`src/rtl/ntt_pkg.sv`:
```
// shared types, constants and helpers for the radix-2 ntt block
package ntt_pkg;

  localparam int unsigned MaxLogLen  = 10;
  localparam int unsigned WordBits   = 32;
  localparam int unsigned StoreDepth = 1 << MaxLogLen;
  localparam int unsigned TwDepth    = StoreDepth / 2;
  localparam int unsigned AddrW      = MaxLogLen;
  localparam int unsigned TwAddrW    = MaxLogLen - 1;
  localparam int unsigned CntW       = MaxLogLen + 1;
  localparam int unsigned LogW       = 4;
  localparam int unsigned CfgIdxW    = 3;

  typedef logic [WordBits-1:0] word_t;

  typedef enum logic [CfgIdxW-1:0] {
    CFG_MODULUS   = 3'd0,
    CFG_FWD_ROOT  = 3'd1,
    CFG_INV_ROOT  = 3'd2,
    CFG_LEN_INV   = 3'd3,
    CFG_LOG_LEN   = 3'd4,
    CFG_DIRECTION = 3'd5
  } cfg_idx_e;

  typedef enum logic {
    OP_LOAD  = 1'b0,
    OP_FETCH = 1'b1
  } opcode_e;

  typedef struct packed {
    logic  start;
    word_t a;
    word_t b;
  } mm_req_t;

  function automatic logic [AddrW-1:0] bit_rev(logic [AddrW-1:0] idx, logic [LogW-1:0] lg);
    logic [AddrW-1:0] r;
    r = '0;
    for (int k = 0; k < AddrW; k++) begin
      r[AddrW-1-k] = idx[k];
    end
    return r >> (LogW'(MaxLogLen) - lg);
  endfunction

endpackage

```
`src/rtl/ntt_mulmod.sv`:
```
// bit-serial interleaved modular multiplier, one multiplier bit per cycle
module ntt_mulmod (
  input  logic             clk_i,
  input  logic             rst_ni,
  input  ntt_pkg::mm_req_t req_i,
  input  ntt_pkg::word_t   modulus_i,
  output logic             done_o,
  output ntt_pkg::word_t   result_o
);
  import ntt_pkg::*;

  localparam int unsigned StepW = $clog2(WordBits);

  logic             busy_q, busy_d;
  logic             done_q, done_d;
  logic [StepW-1:0] cnt_q, cnt_d;
  word_t            a_q, a_d, b_q, b_d, r_q, r_d;
  logic [WordBits:0] p_ext, t1, t1s, t2, t2s;

  always_comb begin
    p_ext = {1'b0, modulus_i};
    t1    = {r_q, 1'b0};
    t1s   = (t1 >= p_ext) ? (t1 - p_ext) : t1;
    t2    = t1s + (a_q[WordBits-1] ? {1'b0, b_q} : '0);
    t2s   = (t2 >= p_ext) ? (t2 - p_ext) : t2;
  end

  always_comb begin
    busy_d = busy_q;
    done_d = 1'b0;
    cnt_d  = cnt_q;
    a_d    = a_q;
    b_d    = b_q;
    r_d    = r_q;
    if (req_i.start) begin
      busy_d = 1'b1;
      cnt_d  = StepW'(WordBits - 1);
      a_d    = req_i.a;
      b_d    = req_i.b;
      r_d    = '0;
    end else if (busy_q) begin
      r_d = t2s[WordBits-1:0];
      a_d = a_q << 1;
      cnt_d = cnt_q - StepW'(1);
      if (cnt_q == '0) begin
        busy_d = 1'b0;
        done_d = 1'b1;
      end
    end
  end

  always_ff @(posedge clk_i or negedge rst_ni) begin
    if (!rst_ni) begin
      busy_q <= 1'b0;
      done_q <= 1'b0;
      cnt_q  <= '0;
    end else begin
      busy_q <= busy_d;
      done_q <= done_d;
      cnt_q  <= cnt_d;
    end
  end

  always_ff @(posedge clk_i) begin
    a_q <= a_d;
    b_q <= b_d;
    r_q <= r_d;
  end

  assign done_o   = done_q;
  assign result_o = (modulus_i < word_t'(2)) ? '0 : r_q;
endmodule

```
`config.mk`:
```
export PLATFORM = sky130hd
export DESIGN_NAME = ntt_mulmod
export DESIGN_NICKNAME = d
export VERILOG_FILES = /design/src/rtl/ntt_pkg.sv /design/src/rtl/ntt_mulmod.sv
export SDC_FILE = /design/constraint.sdc
export NUM_CORES = 1
export LEC_CHECK = 0
export ABC_AREA = 1
export ABC_CLOCK_PERIOD_IN_PS = 5500
export BUFFER_PORTS_ARGS = -buffer_cell sky130_fd_sc_hd__buf_4
export CAP_MARGIN = 20
export CORE_MARGIN = 4
export CORE_UTILIZATION = 25
export CTS_BUF_LIST = sky130_fd_sc_hd__clkbuf_4 sky130_fd_sc_hd__clkbuf_8
export CTS_CLUSTER_SIZE = 25
export DETAILED_ROUTE_END_ITERATION = 12
export PLACE_DENSITY = 0.53
export SYNTH_ARGS = -nofsm -noshare
export SYNTH_HDL_FRONTEND = slang
export SYNTH_SLANG_ARGS = --single-unit
```
`constraint.sdc`:
```
create_clock -name clk_i -period 5.5 [get_ports clk_i]
set_clock_uncertainty 0.1 [all_clocks]
set_input_delay 0.275 -clock clk_i [delete_from_list [all_inputs] [get_ports clk_i]]
set_output_delay 0.275 -clock clk_i [all_outputs]
set_load 0.05 [all_outputs]
```
==> summary.txt <==
Finish
  – Seq. cell area: 0.002769 mm2
  – Fillcell total: 4490
  – Share of cells above drive strength 1: 46.85%
  – Layout Cells excl Fill: 2940
  – Area of the multi-input gates: 0.009208 mm2
  – Diode count: 0
  – Synthesis-to-finish area growth: 73.47%
  – # nets final: 2543

STA
  – Minimum clock period: 5.454 ns
  – RSZ-0062 raised after global routing: true
  – Fmax: 183.4 MHz
  – Setup WS post-layout: 0.04649 ns
  – Final setup fails: 0
  – Slew @ Worst Pin: 0.9872 ns
  – Fin. max-slew vios: 0
  – Rel. slew slack: 33.83%
  – Setup TNS: 0 ns
  – Hold Fails Final Rpt: 0
  – Final worst-path cycle share: 99.15%

Worst setup path
  – Crit end category: register
  – Data required, critical path: 5.71 ns
  – Critical path arrival: 5.67 ns
  – Setup CP Type: reg -> reg
  – Most common cell on crit path: nand2_2
  – CP top delay family: simple AND/OR/NAND/NOR gates
  – Buf/Inv on CP: 10
  – Critical path's slowest cell: dfxtp_2
  – Worst Path Max Fanout: 7
  – CP startpoint kind: register
  – Worst path max stage delay: 0.36 ns

Synth
  – Synth Warn #: 0
  – Seq cells post-synth: 103
  – Most numerous cell in the Yosys netlist: nand2_1
  – Share of flip-flops with an asynchronous set or reset: 6.796%
  – Sequential share of the synthesized area: 24.60%
  – Ys flop type: edfxtp_1
  – Syn Area/Cell: 6.494 um2
  – Synth cell types: 47
  – Post-synth top area cell: nand2_1
  – EDFF count, synth: 64
  – Mapped Area: 0.01113 mm2
  – Syn Nets: 1914
  – Share of the synthesized area in the top cell type: 18.35%
  – Mapped Cells: 1714
  – Synth top cells by count: nand2_1, inv_1, nor2_1
  – Synth top area cells: nand2_1, edfxtp_1, ha_1

Placed design
  – GPL Wtd Cong: 0.9393
  – Post-Place Worst Slack: -0.7153 ns
  – Port buffer count: 131
  – # placed instances: 2843
  – DP HPWL: 38400 um

Clock tree
  – CTS clk-pin slew, worst paths: 0.12 ns
  – CTS Buf Count: 9
  – CTS root buf: clkbuf_8
  – CTS tree: done
  – H-tree levels: 3
  – CTS max path bufs: 2
  – Clk sinks: 103
  – Clk_lat worst skew: 0.42 ns

GRT
  – GRT Total Usage: 18.96%
  – First-pass GRT wire length: 71440 um
  – Antenna violations before repair: 0
  – Total global routing overflow: 0
  – Vias in the first global route: 13250
  – Largest net degree at the start of global routing: 71

Floorplanning
  – Core area: 0.04412 mm2
  – Die area: 0.04796 mm2
  – Chip Height: 219.0 um
  – Starting Density: 25.23%
  – Placement Rows: 77
  – Die Width: 219.0 um
  – Ports: 132

Routing
  – DRC Markers: 0
  – DR pass1 iterations: 5
  – Drt via density: 4.579
  – Routed WL: 48400 um
  – Post-route ant nets: 0
  – DR iter-0 viols: 796
  – Wire length per cell: 16.46 um
  – Via count: 13460

Worst hold path
  – Worst hold path type: in -> reg

Run status
  – Status: finished, final reports clean

Run
  – Max cap viols: 0
[tightest hold or removal path, delay by kind of cell]
| kind | cells | cell delay (ns) |
|---|---|---|
| buffers and inverters | 1 | 0.08 |
| AND/OR/NAND/NOR | 2 | 0.09 |
[cells in the final DEF, fill, tap and decap left out, types with 41 or more instances in the layout]
master	instances
buf_4	585
edfxtp_1	64
nand2_2	100
nand2_1	440
inv_1	243
a21oi_1	67
nand3_1	57
nand3_2	53
xor2_1	41
nor2_1	92
ha_4	57
a21oi_2	43
[cell families (layout without fill, tap and decap cells)]
logic type	after synthesis	after routing	synth area share [%]
adder cells (fa/ha/maj)	101	101	11.56
AND/OR/NAND/NOR	870	870	34.11
buffers and inverters	311	945	10.99
AO/OA/AOI/OAI	253	253	12.77
flip-flops	103	103	24.60
XOR/XNOR	76	76	5.980
[final cells by class]
cell class,count,area share [%]
Timing Repair Buffer,652,27.66
Clock inverter,7,0.3953
Inverter,277,5.437
Clock buffer,9,0.6415
Multi-Input combinational cell,1300,47.69
Sequential cell,103,14.34
Tap cell,592,3.836
[per-stage QoR]
stage	util, %	hold WS [ns]	cell area [um2]
after detailed placement	36.42	-0.006368	16070
after floorplan	-	-0.1206	11130
after global placement	36.36	-0.006174	16040
after global routing	43.76	0.005585	19310
final	43.76	0.02739	19310
after CTS	39.93	0.006108	17620
[state kept, by name (all words and copies together), names as in the netlist]
| name | cells |
|---|---|
| a_q | 32 |
| b_q | 32 |
| r_q | 32 |
| cnt_q | 5 |
| busy_q | 1 |
| done_o | 1 |
[repair_timing]
action	CTS	global route
resized for setup	189	351
pin swaps	48	138
cloned	4	5
hold endpoints to repair	41	0
setup endpoints to repair	32	32
hold buffers	35	0
buffers inserted	12	26
[path summary, 6_finish.rpt]
| kind | depth (start not counted) | endpoint | from | slack, ns |
|---|---|---|---|---|
| max in group asynchronous | 2 | cnt_q[3]$_DFFE_PN0P_ | rst_ni | 5.08 |
| worst max register to register | 40 | r_q[21]$_SDFFE_PP0P_ | r_q[19]$_SDFFE_PP0P_ | 0.05 |
| worst min-delay path | 3 | a_q[24]$_DFFE_PP_ | req_i[56] | 0.03 |
| min in group asynchronous | 2 | cnt_q[2]$_DFFE_PN0P_ | rst_ni | 0.09 |
| worst min register to register | 1 | cnt_q[4]$_DFFE_PN0P_ | cnt_q[4]$_DFFE_PN0P_ | 0.39 |
| worst max-delay path | 40 | r_q[21]$_SDFFE_PP0P_ | r_q[19]$_SDFFE_PP0P_ | 0.05 |
[per-layer routing]
metal	up-vias	track usage (%)	share of wire [%]
met2	353	32.00	47
met1	6271	26.31	46
met5	-	0	0
li1	6789	-	-
met3	49	1.911	4.5
met4	0	4.024	1.7
Power is not shown: default switching activity piles up to over one toggle a cycle in this logic, so the estimate is an artifact.
